--- src/hdl/dtc_pkg.sv ---
// Shared types, constants and tables of the differential-drive turn controller.
package dtc_pkg;

  localparam int unsigned AngleW = 15;
  localparam int unsigned SpeedW = 15;
  localparam int unsigned CordicSteps = 14;
  localparam int unsigned RootSteps = 16;
  localparam int unsigned DivSteps = 31;

  localparam logic [15:0] PiQ13 = 16'd25736;
  localparam logic [15:0] HalfPiQ13 = 16'd12868;

  // Configuration register indexes.
  localparam logic [1:0] RegHardTurn = 2'd0;
  localparam logic [1:0] RegSoftTurn = 2'd1;
  localparam logic [1:0] RegNoTurn = 2'd2;
  localparam logic [1:0] RegMaxSpeed = 2'd3;

  typedef enum logic [1:0] {
    MODE_NONE = 2'd0,
    MODE_SOFT = 2'd1,
    MODE_HARD = 2'd2
  } turn_mode_e;

  typedef enum logic [2:0] {
    ST_IDLE,
    ST_SQUARE,
    ST_SUM,
    ST_ITER,
    ST_MODE,
    ST_PROD,
    ST_DIVIDE,
    ST_OUT
  } back_state_e;

  typedef struct packed {
    logic signed [15:0] heading_x;
    logic signed [15:0] heading_y;
  } in_word_t;

  typedef struct packed {
    logic signed [15:0] left_speed;
    logic signed [15:0] right_speed;
    logic [1:0]         turn_mode;
  } out_word_t;

  // Classified heading held in the queue between front and back.
  typedef struct packed {
    logic [15:0] abs_x;
    logic [15:0] abs_y;
    logic        x_neg;
    logic        y_neg;
  } item_t;

  typedef struct packed {
    logic [AngleW-1:0] hard_turn_angle;
    logic [AngleW-1:0] soft_turn_angle;
    logic [AngleW-1:0] no_turn_angle;
    logic [SpeedW-1:0] speed_limit;
  } cfg_t;

  // Arctangent table, round(atan(2^-i) * 8192).
  function automatic logic [12:0] atan_lut(input logic [3:0] idx);
    logic [12:0] val;
    case (idx)
      4'd0:    val = 13'd6434;
      4'd1:    val = 13'd3798;
      4'd2:    val = 13'd2007;
      4'd3:    val = 13'd1019;
      4'd4:    val = 13'd511;
      4'd5:    val = 13'd256;
      4'd6:    val = 13'd128;
      4'd7:    val = 13'd64;
      4'd8:    val = 13'd32;
      4'd9:    val = 13'd16;
      4'd10:   val = 13'd8;
      4'd11:   val = 13'd4;
      4'd12:   val = 13'd2;
      4'd13:   val = 13'd1;
      default: val = 13'd0;
    endcase
    return val;
  endfunction

endpackage

--- src/hdl/dtc_front.sv ---
// Front end: accepts heading words, splits off signs and magnitudes, and queues them.
module dtc_front import dtc_pkg::*; (
  input  logic     clk_i,
  input  logic     rst_ni,
  input  logic     in_valid_i,
  output logic     in_ready_o,
  input  in_word_t in_word_i,
  input  logic     pop_i,
  output logic     item_valid_o,
  output item_t    item_o
);

  item_t       entry_q [2];
  logic        wr_ptr_q, wr_ptr_d;
  logic        rd_ptr_q, rd_ptr_d;
  logic [1:0]  count_q, count_d;
  logic        push;
  logic        pop;
  item_t       item_new;
  logic [16:0] ext_x;
  logic [16:0] ext_y;

  // Classify the incoming word: sign flags and magnitudes.
  always_comb begin
    ext_x = {in_word_i.heading_x[15], in_word_i.heading_x};
    ext_y = {in_word_i.heading_y[15], in_word_i.heading_y};
    item_new.x_neg = in_word_i.heading_x[15];
    item_new.y_neg = in_word_i.heading_y[15];
    item_new.abs_x = in_word_i.heading_x[15] ? 16'(-ext_x) : 16'(ext_x);
    item_new.abs_y = in_word_i.heading_y[15] ? 16'(-ext_y) : 16'(ext_y);
  end

  assign in_ready_o   = (count_q != 2'd2);
  assign item_valid_o = (count_q != 2'd0);
  assign item_o       = entry_q[rd_ptr_q];
  assign push         = in_valid_i && in_ready_o;
  assign pop          = pop_i && item_valid_o;

  // Queue pointers and fill count.
  always_comb begin
    wr_ptr_d = push ? ~wr_ptr_q : wr_ptr_q;
    rd_ptr_d = pop ? ~rd_ptr_q : rd_ptr_q;
    count_d  = count_q;
    if (push && !pop) begin
      count_d = count_q + 2'd1;
    end else if (pop && !push) begin
      count_d = count_q - 2'd1;
    end
  end

  always_ff @(posedge clk_i or negedge rst_ni) begin
    if (!rst_ni) begin
      wr_ptr_q <= 1'b0;
      rd_ptr_q <= 1'b0;
      count_q  <= 2'd0;
    end else begin
      wr_ptr_q <= wr_ptr_d;
      rd_ptr_q <= rd_ptr_d;
      count_q  <= count_d;
    end
  end

  // Queue storage.
  always_ff @(posedge clk_i) begin
    if (push) begin
      entry_q[wr_ptr_q] <= item_new;
    end
  end

endmodule

--- src/hdl/dtc_back.sv ---
// Back end: CORDIC angle, integer square root, turn-mode update and wheel-speed division.
module dtc_back import dtc_pkg::*; (
  input  logic      clk_i,
  input  logic      rst_ni,
  input  logic      item_valid_i,
  input  item_t     item_i,
  output logic      pop_o,
  input  cfg_t      cfg_i,
  output logic      out_valid_o,
  input  logic      out_ready_i,
  output out_word_t out_word_o
);

  back_state_e state_q, state_d;
  turn_mode_e  mode_q, mode_d;
  logic [4:0]  cnt_q;

  logic [15:0]        ax_q, ay_q;
  logic               x_neg_q, y_neg_q;
  logic [31:0]        sqx_q, sqy_q;
  logic signed [26:0] cx_q, cy_q;
  logic signed [15:0] z_q;
  logic [31:0]        rad_q;
  logic [16:0]        rem_q;
  logic [15:0]        root_q;
  logic [15:0]        mag_q;
  logic [SpeedW-1:0]  base_q;
  logic [30:0]        dn1_q, dn2_q;
  logic [14:0]        dr1_q, dr2_q;
  logic               out_valid_q;
  out_word_t          out_q;

  logic               out_free;
  logic               last_iter;
  logic               last_div;
  logic               use_div;
  logic signed [26:0] dx, dy;
  logic [12:0]        atan_val;
  logic [18:0]        rem_sh;
  logic [18:0]        trial;
  logic [15:0]        quad;
  logic [15:0]        mag_d;
  logic [SpeedW-1:0]  base_d;
  logic [15:0]        d1;
  logic [15:0]        hsum;
  logic [15:0]        ds1, ds2;
  logic               qb1, qb2;
  logic [14:0]        nr1, nr2;
  logic signed [15:0] s1, s2;
  out_word_t          res;

  assign out_free  = !out_valid_q || out_ready_i;
  assign last_iter = (cnt_q == 5'(RootSteps - 1));
  assign last_div  = (cnt_q == 5'(DivSteps - 1));
  assign use_div   = (mode_q == MODE_SOFT) && (cfg_i.hard_turn_angle != '0);

  // Next state.
  always_comb begin
    state_d = state_q;
    case (state_q)
      ST_IDLE:   if (item_valid_i) state_d = ST_SQUARE;
      ST_SQUARE: state_d = ST_SUM;
      ST_SUM:    state_d = ST_ITER;
      ST_ITER:   if (last_iter) state_d = ST_MODE;
      ST_MODE:   state_d = ST_PROD;
      ST_PROD:   state_d = use_div ? ST_DIVIDE : ST_OUT;
      ST_DIVIDE: if (last_div) state_d = ST_OUT;
      ST_OUT:    if (out_free) state_d = ST_IDLE;
      default:   state_d = ST_IDLE;
    endcase
  end

  // Handshake outputs of the sequencer.
  always_comb begin
    pop_o = (state_q == ST_IDLE) && item_valid_i;
  end

  // One CORDIC vectoring step and one square-root digit.
  always_comb begin
    dx       = cy_q >>> cnt_q[3:0];
    dy       = cx_q >>> cnt_q[3:0];
    atan_val = atan_lut(cnt_q[3:0]);
    rem_sh   = {rem_q, rad_q[31:30]};
    trial    = {1'b0, root_q, 2'b01};
  end

  // Quadrant angle, turn-mode hysteresis and base speed.
  always_comb begin
    if (ay_q == '0) begin
      quad = '0;
    end else if (ax_q == '0) begin
      quad = HalfPiQ13;
    end else if (z_q < 0) begin
      quad = '0;
    end else if (z_q > $signed(HalfPiQ13)) begin
      quad = HalfPiQ13;
    end else begin
      quad = 16'(z_q);
    end
    mag_d  = x_neg_q ? PiQ13 - quad : quad;
    base_d = (root_q < {1'b0, cfg_i.speed_limit}) ? root_q[SpeedW-1:0] : cfg_i.speed_limit;

    mode_d = mode_q;
    if (mode_d == MODE_HARD && mag_d <= {1'b0, cfg_i.soft_turn_angle}) begin
      mode_d = MODE_SOFT;
    end
    if (mode_d == MODE_SOFT) begin
      if (mag_d > {1'b0, cfg_i.hard_turn_angle}) begin
        mode_d = MODE_HARD;
      end else if (mag_d <= {1'b0, cfg_i.no_turn_angle}) begin
        mode_d = MODE_NONE;
      end
    end
    if (mode_d == MODE_NONE) begin
      if (mag_d > {1'b0, cfg_i.hard_turn_angle}) begin
        mode_d = MODE_HARD;
      end else if (mag_d > {1'b0, cfg_i.no_turn_angle}) begin
        mode_d = MODE_SOFT;
      end
    end
  end

  // Operands of the two divisions and one restoring step of each.
  always_comb begin
    d1   = ({1'b0, cfg_i.hard_turn_angle} > mag_q) ?
           {1'b0, cfg_i.hard_turn_angle} - mag_q : '0;
    hsum = {1'b0, cfg_i.hard_turn_angle} + mag_q;
    ds1  = {dr1_q, dn1_q[30]};
    ds2  = {dr2_q, dn2_q[30]};
    qb1  = ds1 >= {1'b0, cfg_i.hard_turn_angle};
    qb2  = ds2 >= {1'b0, cfg_i.hard_turn_angle};
    nr1  = qb1 ? 15'(ds1 - {1'b0, cfg_i.hard_turn_angle}) : ds1[14:0];
    nr2  = qb2 ? 15'(ds2 - {1'b0, cfg_i.hard_turn_angle}) : ds2[14:0];
  end

  // Wheel speeds from the mode, swapped unless the angle is positive.
  always_comb begin
    if (mode_q == MODE_HARD) begin
      s1 = -$signed({1'b0, cfg_i.speed_limit});
      s2 = $signed({1'b0, cfg_i.speed_limit});
    end else if (use_div) begin
      s1 = $signed(dn1_q[15:0]);
      s2 = (dn2_q > 31'd32767) ? 16'sd32767 : $signed(dn2_q[15:0]);
    end else begin
      s1 = $signed({1'b0, base_q});
      s2 = $signed({1'b0, base_q});
    end
    if (!y_neg_q && mag_q != '0) begin
      res.left_speed  = s1;
      res.right_speed = s2;
    end else begin
      res.left_speed  = s2;
      res.right_speed = s1;
    end
    res.turn_mode = mode_q;
  end

  // Control state.
  always_ff @(posedge clk_i or negedge rst_ni) begin
    if (!rst_ni) begin
      state_q     <= ST_IDLE;
      mode_q      <= MODE_NONE;
      cnt_q       <= '0;
      out_valid_q <= 1'b0;
    end else begin
      state_q <= state_d;
      if (state_q == ST_MODE) begin
        mode_q <= mode_d;
      end
      if (state_q == ST_ITER || state_q == ST_DIVIDE) begin
        cnt_q <= (last_iter && state_q == ST_ITER) || last_div ? '0 : cnt_q + 5'd1;
      end else begin
        cnt_q <= '0;
      end
      if (state_q == ST_OUT && out_free) begin
        out_valid_q <= 1'b1;
      end else if (out_ready_i) begin
        out_valid_q <= 1'b0;
      end
    end
  end

  // Datapath registers.
  always_ff @(posedge clk_i) begin
    case (state_q)
      ST_IDLE: begin
        ax_q    <= item_i.abs_x;
        ay_q    <= item_i.abs_y;
        x_neg_q <= item_i.x_neg;
        y_neg_q <= item_i.y_neg;
        cx_q    <= $signed({3'b000, item_i.abs_x, 8'h00});
        cy_q    <= $signed({3'b000, item_i.abs_y, 8'h00});
        z_q     <= '0;
      end
      ST_SQUARE: begin
        sqx_q <= ax_q * ax_q;
        sqy_q <= ay_q * ay_q;
      end
      ST_SUM: begin
        rad_q  <= sqx_q + sqy_q;
        rem_q  <= '0;
        root_q <= '0;
      end
      ST_ITER: begin
        if (cnt_q < 5'(CordicSteps)) begin
          if (cy_q >= 0) begin
            cx_q <= cx_q + dx;
            cy_q <= cy_q - dy;
            z_q  <= z_q + $signed({3'b000, atan_val});
          end else begin
            cx_q <= cx_q - dx;
            cy_q <= cy_q + dy;
            z_q  <= z_q - $signed({3'b000, atan_val});
          end
        end
        rad_q <= {rad_q[29:0], 2'b00};
        if (rem_sh >= trial) begin
          rem_q  <= 17'(rem_sh - trial);
          root_q <= {root_q[14:0], 1'b1};
        end else begin
          rem_q  <= rem_sh[16:0];
          root_q <= {root_q[14:0], 1'b0};
        end
      end
      ST_MODE: begin
        mag_q  <= mag_d;
        base_q <= base_d;
      end
      ST_PROD: begin
        dn1_q <= {16'd0, base_q} * {15'd0, d1};
        dn2_q <= {16'd0, base_q} * {15'd0, hsum};
        dr1_q <= '0;
        dr2_q <= '0;
      end
      ST_DIVIDE: begin
        dn1_q <= {dn1_q[29:0], qb1};
        dn2_q <= {dn2_q[29:0], qb2};
        dr1_q <= nr1;
        dr2_q <= nr2;
      end
      ST_OUT: begin
        if (out_free) begin
          out_q <= res;
        end
      end
      default: begin
      end
    endcase
  end

  assign out_valid_o = out_valid_q;
  assign out_word_o  = out_q;

endmodule

--- src/hdl/differential_drive_turn_controller_core.sv ---
// Top level of the differential-drive turn controller: configuration registers, front and back.
// Each heading word yields one result word with the two wheel speeds and the turn mode.
// The back end handles one word at a time; its time per word is set by the 16-step shared
// CORDIC and square-root loop and, in soft-turn mode, also by the 31-step restoring divider.
// A two-word queue lets the next headings enter while the back end is busy, and the output
// register holds a finished result while the next one is worked out.
module differential_drive_turn_controller_core import dtc_pkg::*; (
  input  logic              clk_i,
  input  logic              rst_ni,
  input  logic              in_valid_i,
  output logic              in_ready_o,
  input  in_word_t          in_word_i,
  output logic              out_valid_o,
  input  logic              out_ready_i,
  output out_word_t         out_word_o,
  input  logic              cfg_we_i,
  input  logic [1:0]        cfg_idx_i,
  input  logic [AngleW-1:0] cfg_wdata_i
);

  cfg_t  cfg_q;
  logic  item_valid;
  logic  pop;
  item_t item;

  // Configuration registers.
  always_ff @(posedge clk_i or negedge rst_ni) begin
    if (!rst_ni) begin
      cfg_q.hard_turn_angle <= AngleW'(12868);
      cfg_q.soft_turn_angle <= AngleW'(10008);
      cfg_q.no_turn_angle   <= AngleW'(1430);
      cfg_q.speed_limit     <= SpeedW'(2560);
    end else if (cfg_we_i) begin
      case (cfg_idx_i)
        RegHardTurn: cfg_q.hard_turn_angle <= cfg_wdata_i;
        RegSoftTurn: cfg_q.soft_turn_angle <= cfg_wdata_i;
        RegNoTurn:   cfg_q.no_turn_angle   <= cfg_wdata_i;
        RegMaxSpeed: cfg_q.speed_limit     <= cfg_wdata_i;
        default:     cfg_q                 <= cfg_q;
      endcase
    end
  end

  dtc_front u_front (
    .clk_i        (clk_i),
    .rst_ni       (rst_ni),
    .in_valid_i   (in_valid_i),
    .in_ready_o   (in_ready_o),
    .in_word_i    (in_word_i),
    .pop_i        (pop),
    .item_valid_o (item_valid),
    .item_o       (item)
  );

  dtc_back u_back (
    .clk_i        (clk_i),
    .rst_ni       (rst_ni),
    .item_valid_i (item_valid),
    .item_i       (item),
    .pop_o        (pop),
    .cfg_i        (cfg_q),
    .out_valid_o  (out_valid_o),
    .out_ready_i  (out_ready_i),
    .out_word_o   (out_word_o)
  );

endmodule
--- config.mk ---
export PLATFORM = sky130hd
export DESIGN_NAME = differential_drive_turn_controller_core
export DESIGN_NICKNAME = d
export VERILOG_FILES = /design/src/hdl/dtc_pkg.sv /design/src/hdl/dtc_front.sv /design/src/hdl/dtc_back.sv /design/src/hdl/differential_drive_turn_controller_core.sv
export SDC_FILE = /design/constraint.sdc
export NUM_CORES = 2
export LEC_CHECK = 0
export ABC_AREA = 1
export BUFFER_PORTS_ARGS = -buffer_cell sky130_fd_sc_hd__buf_2
export CAP_MARGIN = 20
export CORE_AREA = 2 2 330 413
export CTS_CLUSTER_DIAMETER = 80
export DETAILED_ROUTE_END_ITERATION = 8
export DIE_AREA = 0 0 332 415
export GPL_TIMING_DRIVEN = 0
export MAX_ROUTING_LAYER = met4
export PLACE_DENSITY = 0.75
export SYNTH_ARGS = -nofsm -noshare
export SYNTH_HDL_FRONTEND = slang
export SYNTH_SLANG_ARGS = --single-unit
--- constraint.sdc ---
create_clock -name clk_i -period 7.1 [get_ports clk_i]
set_clock_uncertainty 0.15 [all_clocks]
set_input_delay 1.42 -clock clk_i [delete_from_list [all_inputs] [get_ports clk_i]]
set_output_delay 1.42 -clock clk_i [all_outputs]
set_load 0.05 [all_outputs]
# ---- Yosys cells after proc, flatten, opt, wreduce, memory -nomap -nowiden
# Memories as Yosys holds them, arrays and structs flattened.
# Index checks and enable logic that the tools add are counted.
dict set report op_classes {
  addsub 19
  mul 4
  order_cmp 14
  eq_ne 21
  n_shift 2
  muxes 56
  n_bitwise 2
  n_reduce_logical 37
}
# cell count
set ops {}
lappend ops {{16-bit 2-to-1 mux} 15}
lappend ops {{31-bit case mux with 2 select lines} 2}
lappend ops {{27-bit 2-to-1 mux} 4}
lappend ops {{27-bit case mux with 2 select lines} 2}
lappend ops {{16-bit by 16-bit multiplier with 32-bit output} 2}
lappend ops {{16-bit case mux with 2 select lines} 2}
lappend ops {{32-bit case mux with 2 select lines} 1}
lappend ops {{15-bit by 16-bit multiplier with 31-bit output} 2}
lappend ops {{15-bit case mux with 2 select lines} 2}
lappend ops {{27-bit adder} 2}
lappend ops {{27-bit by 4-bit >>> shifter with 27-bit output} 2}
lappend ops {{27-bit subtractor} 2}
lappend ops {{15-bit 2-to-1 mux} 3}
lappend ops {{17-bit case mux with 2 select lines} 1}
lappend ops {{32-bit adder} 1}
lappend ops {{16-bit by 15-bit greater-or-equal comparator with 1-bit output} 2}
lappend ops {{16-bit by 15-bit greater-than comparator with 1-bit output} 2}
lappend ops {{16-bit by 15-bit <= comparator with 1-bit output} 2}
lappend ops {{16-bit zero test} 2}
lappend ops {{32-bit 2-to-1 mux} 1}
lappend ops {{16-bit negation} 2}
lappend ops {{31-bit by 15-bit greater-than comparator with 1-bit output (second input constant)} 1}
lappend ops {{15-bit subtractor} 2}
lappend ops {{27-bit by 1-bit greater-or-equal comparator with 1-bit output (second input constant)} 1}
lappend ops {{other kinds (42)} 97}
dict set report word_totals {
  register_bits 465
  ram_bits 68
  romBits 208
  input_bits 54
  out_inout_bits 36
  word_cells 189
  mem_count 2
}
# name depth word_bits read_ports rd_clocked_by_memory_dff wr line_no
set memory_table {}
lappend memory_table {{(name not given)} 16 13 1 0 0 dtc_pkg.sv:65} ;# case (idx)
lappend memory_table {u_front.entry_q 2 34 1 0 1 dtc_front.sv:13} ;# item_t entry_q [2];

# ---- Logic depth before layout (Yosys ltp)
dict set report logic_depth {
  ltp_word 16
  depth_mapped 41
  depth_no_buf 40
}

# ---- Hierarchy
# A second synthesis with hierarchy kept.
dict set report unflattened {
  hier_cells 8404
  area_unflattened_um2 67133.1
}
# mod instances cells_each area_per_inst_um2 seq_area_each_um2
set by_module_without_submodules {}
lappend by_module_without_submodules {dtc_back 1 7763 61083.6 11926.4}
lappend by_module_without_submodules {dtc_front 1 372 3490.8 2142.1}
lappend by_module_without_submodules {differential_drive_turn_controller_core 1 269 2558.7 1525.2}

# ---- Worst setup path after synthesis
# Ideal clock, no wire load.
dict set report synth_timing {
  path_type {register -> register}
  from {register cfg_q[46] in the netlist's numbering}
  to {register u_back.dn1_q[30] (data pin)}
  setup_time_ns 0.254
  arrival_ns 7.067
  required_time_ns 6.696
  setup_slack_ns -0.371
  path_stages_with_launch 31
  n_path_buf 1
  synth_period_minus_slack_ns 7.471
  path_cell_list {dfrtp_1 inv_1 fa_1 nor3_1 nor2_1 o21ai_2 nand2_1 nand2_1 nand2_1 buf_4 nor3_4 inv_1 nor2_1 fa_1 fa_1 fa_1 fa_1 fa_1 inv_1 fa_1 inv_1 ha_1 a21oi_1 o21ai_0 a21oi_1 nand3_1 a21oi_1 o21ai_0 or2_2 nand3_1 nand2_1}
}
dict set report synth_between {
  elab_chain_len 4
  elab_cells_between_ends 5
  cone_classes {add/sub: 1; mul: 1; order compare: 1; mux: 2}
}
# item line_no
set synth_lines {}
lappend synth_lines {{from (decl)} differential_drive_turn_controller_core.sv:21} ;# cfg_t cfg_q;
lappend synth_lines {{from (signal assigned)} differential_drive_turn_controller_core.sv:39} ;# default: cfg_q <= cfg_q;
lappend synth_lines {{15-bit by 16-bit subtractor with 16-bit output or 15-bit by 16-bit greater-than comparator with 1-bit output (tied branches)} {dtc_back.sv:126, dtc_back.sv:125}}
lappend synth_lines {{16-bit 2-to-1 mux (*)} dtc_back.sv:125} ;# d1 = ({1'b0, cfg_i.hard_turn_angle} > mag_q) ?
lappend synth_lines {{15-bit by 16-bit multiplier with 31-bit output (*)} dtc_back.sv:230} ;# dn1_q <= {16'd0, base_q} * {15'd0, d1};
lappend synth_lines {{31-bit case mux with 2 select lines (*)} dtc_back.sv:185} ;# case (state_q)
lappend synth_lines {{to (signal assigned)} dtc_back.sv:230}
lappend synth_lines {{to (signal assigned)} dtc_back.sv:236} ;# dn1_q <= {dn1_q[29:0], qb1};
lappend synth_lines {{to (decl)} dtc_back.sv:28} ;# logic [30:0] dn1_q, dn2_q;
# Mark *: on every way between the ends. The rest lies on a longest branch, timed or not.
# A chain may end at the register's enable or synchronous reset.

# ---- Worst setup path after layout
dict set report layout_timing {
  from {register u_back.mag_q[0]}
  to {register u_back.dn1_q[30] (data pin)}
}
dict set report layout_between {
  elab_chain_len 4
  elab_cells_between_ends 5
  cone_classes {add/sub: 1; mul: 1; order compare: 1; mux: 2}
}
# item line_no
set layout_lines {}
lappend layout_lines {{from (decl)} dtc_back.sv:26} ;# logic [15:0] mag_q;
lappend layout_lines {{from (signal assigned)} dtc_back.sv:226} ;# mag_q <= mag_d;
lappend layout_lines {{15-bit by 16-bit subtractor with 16-bit output or 15-bit by 16-bit greater-than comparator with 1-bit output (tied branches)} {dtc_back.sv:126, dtc_back.sv:125}}
lappend layout_lines {{16-bit 2-to-1 mux (*)} dtc_back.sv:125}
lappend layout_lines {{15-bit by 16-bit multiplier with 31-bit output (*)} dtc_back.sv:230}
lappend layout_lines {{31-bit case mux with 2 select lines (*)} dtc_back.sv:185}
# Marked as above.

==> reports/results.tsv <==
metric	value	unit
status	finished, violations left	
violations	setup timing	
setup_viol	41	
grt_max_degree	61	
cts_hold_buf	0	
grt_antenna_before_repair	6	
gp_congestion	1.023	
die-area	137800	um^2
gr-total-overflow	0	
slew_violations	0	
cts_inserted_buffers	58	
hold_violations	0	
fin_crit	7887	ps
yosysSeqAreaShare	23.47	%
endpoint_kind	flip-flop	
initial_utilization	49.71	%
grt_pass1_wl	343600	um
synth_warnings	0	
hold_class	reg -> reg	
clkTransAtPathRegs	70	ps
place_inst	10127	
synth_area_leaders	fa_1 21%, edfxtp_1 21%, ha_1 12%	
synth_edf_count	456	
ys_ff_latch	531	
synthArstFlopShare	14.12	%
area_growth	13.68	%
layout-drive-gt1-share	11.99	%
cp_max_fo	6	
slowest_delay	540	ps
max_cap_violations	0	
crit_slowest_cell	edfxtp_1	
initialDrtViolationCount	4312	
slew_headroom	22.23	%
insertion_delay	690	ps
final_cells	10401	
io_buffers	89	
synth_top_area_cell	fa_1	
cpMostUsedCell	fa_1	
post-dp-hpwl	185300	um
wl_per_cell	21.87	um
rsz0062_at_grt	yes	
grt_pass1_vias	59251	
syn_area_per_cell	8.035	um^2
worstMarginPinSlew	1166	ps
syn-cell-area	66430	um^2
synthTopCellsByCount	1794 x nand2_1, 1546 x inv_1, 695 x fa_1, 641 x ha_1, 622 x nor2_1	
avgViaCountPerCell	5.610	
firstDrtPassIters	6	
synth_top_area_share	20.94	%
synth.most_common_cell	nand2_1	
cp.buffers_inverters	8	
grt_use_total	33.62	%
fillers	12112	
drc	0	
crit_required	7360	ps
syn_inst	8268	
finalCritPeriodShare	111.1	%
core	133600	um^2
die_h	415	um
synth_ff_type	edfxtp_1	
crit_type	reg -> reg	
fmax	126.8	MHz
synth_cell_types	67	
clkSinkCount	531	
rows	150	
cts_tree	yes	
crit_family	adder cells	
cts_root_buf	clkbuf_16	
die_w	332	um
totalWireLength	227500	um
syn_nets	9658	
ant_nets	0	
fin_ws	-787.2	ps
ios	90	
vias	58345	
nNetsFinal	9997	
ctsHtreeMaxLevel	2	
crit_path_start_kind	flip-flop	
cts_buffer_depth	3	
arrival	8150	ps
==> metrics by stage <==
stage	hold WS, ps	setup TNS (ps)	util [%]	setup WS (ps)	cell area [um^2]
2_1_floorplan	274.4	-32.00	-	-25.47	66690
3_3_place_gp	300.1	-340580	51.88	-3771	69320
3_5_place_dp	304.5	-52470	52.21	-1953	69770
4_1_cts	318.1	-17940	55.49	-678.8	74140
5_1_grt	334.1	-30450	56.51	-980.0	75510
6_report	320.9	-19600	56.52	-787.2	75520
==> placed cells by master (no fill, tap or decap), drive strengths merged, types with 3 or more instances in the layout <==
| cell type | Yosys | final |
|---|---|---|
| or2 | 55 | 55 |
| nand3b | 5 | 5 |
| a21boi | 11 | 11 |
| o2111ai | 6 | 6 |
| o21ai | 503 | 503 |
| buf | 74 | 366 |
| a21o | 30 | 30 |
| nand4 | 61 | 61 |
| nor3b | 3 | 3 |
| o211ai | 18 | 18 |
| xnor2 | 98 | 98 |
| nor3 | 74 | 74 |
| a22oi | 12 | 12 |
| a221oi | 5 | 5 |
| o221ai | 10 | 10 |
| nand2 | 1816 | 1816 |
| a21oi | 422 | 422 |
| fa | 695 | 695 |
| nand3 | 412 | 412 |
| o21a | 24 | 24 |
| o22ai | 4 | 4 |
| inv | 1568 | 1573 |
| xor2 | 179 | 179 |
| a211oi | 13 | 13 |
| dfstp | 19 | 19 |
| edfxtp | 456 | 456 |
| clkinv | 19 | 38 |
| nor2 | 648 | 648 |
| o21bai | 26 | 26 |
| a31oi | 58 | 58 |
| bufinv | 0 | 6 |
| clkinvlp | 0 | 5 |
| diode | 0 | 4 |
| dfrtp | 56 | 56 |
| o31ai | 12 | 12 |
| clkbuf | 188 | 242 |
| ha | 641 | 641 |
| nor4 | 32 | 32 |
==> cell type report <==
class	instances	area (um^2)	area share, %
multi-input combinational	5888	46080	61.02
sequential	531	15600	20.66
inverter	1587	6043	8.002
timing repair buffer	294	2446	3.239
tap	1748	2187	2.896
clock buffer	67	1516	2.008
buffer	247	1219	1.614
clock inverter	35	412.9	0.5467
antenna	4	10.01	0.01325
==> worst reg2reg max path: cells and delay by family, from the launching register on <==
family	cells	cell delay, ps
buffers and inverters	8	900
adders and majority gates	9	3530
and+or+nand+nor	13	1550
AOI/OAI and AO/OA	6	980
DFF	1	540
==> layer usage <==
metal	GRT usage, %	wire length, um
met1	35.70	80390
met2	57.97	113300
met3	4.096	13230
met4	24.19	20590
met5	-	0
==> state kept, by name, summed over array words and instances, names as in the netlist, 5 cells and up <==
signal	cells
u_front.entry_q	68
cfg_q	60
u_back.out_word_o	34
u_back.rad_q	32
u_back.dn1_q	31
u_back.dn2_q	31
u_back.sqx_q	31
u_back.sqy_q	31
u_back.cx_q	27
u_back.cy_q	27
u_back.rem_q	17
u_back.ax_q	16
u_back.ay_q	16
u_back.mag_q	16
u_back.root_q	16
u_back.z_q	16
u_back.base_q	15
u_back.dr1_q	15
u_back.dr2_q	15
u_back.cnt_q	5
==> what timing repair did <==
| action | CTS | global route |
|---|---|---|
| pin swaps | 181 | 192 |
| gates resized for setup | 374 | 270 |
| setup buffers | 117 | 66 |
| endpoints found under the setup margin | 51 | 65 |
==> logic make-up (layout without fill, tap and decap cells) <==
| logic type | Yosys count | count (layout) | share of synthesized area (%) |
|---|---|---|---|
| simple gates | 3112 | 3112 | 19.47 |
| mux | 1 | 1 | 0.01507 |
| compound gates | 1161 | 1161 | 9.673 |
| flops | 531 | 531 | 23.47 |
| fa+ha+maj | 1336 | 1336 | 33.02 |
| other cells | 1 | 5 | 0.005645 |
| buf+inv | 1849 | 2230 | 10.69 |
| xor+xnor | 277 | 277 | 3.652 |
==> worst paths after layout <==
kind / cells past startpoint / slack (ps) / to / startpoint
min in group asynchronous: 1 / 460 / cfg_q[15] / rst_ni
max reg2reg: 36 / -790 / u_back.dn1_q[30] / u_back.mag_q[0]
max in group asynchronous: 2 / 5670 / cfg_q[11] / rst_ni
max: 36 / -790 / u_back.dn1_q[30] / u_back.mag_q[0]
min: 0 / 320 / u_back.sqx_q[0] / u_back.ax_q[0]
min reg2reg: 0 / 320 / u_back.sqx_q[0] / u_back.ax_q[0]
Power is left out: the tool's default activity adds up to more than one toggle a clock period on the data nets, which glitch-free logic cannot reach.
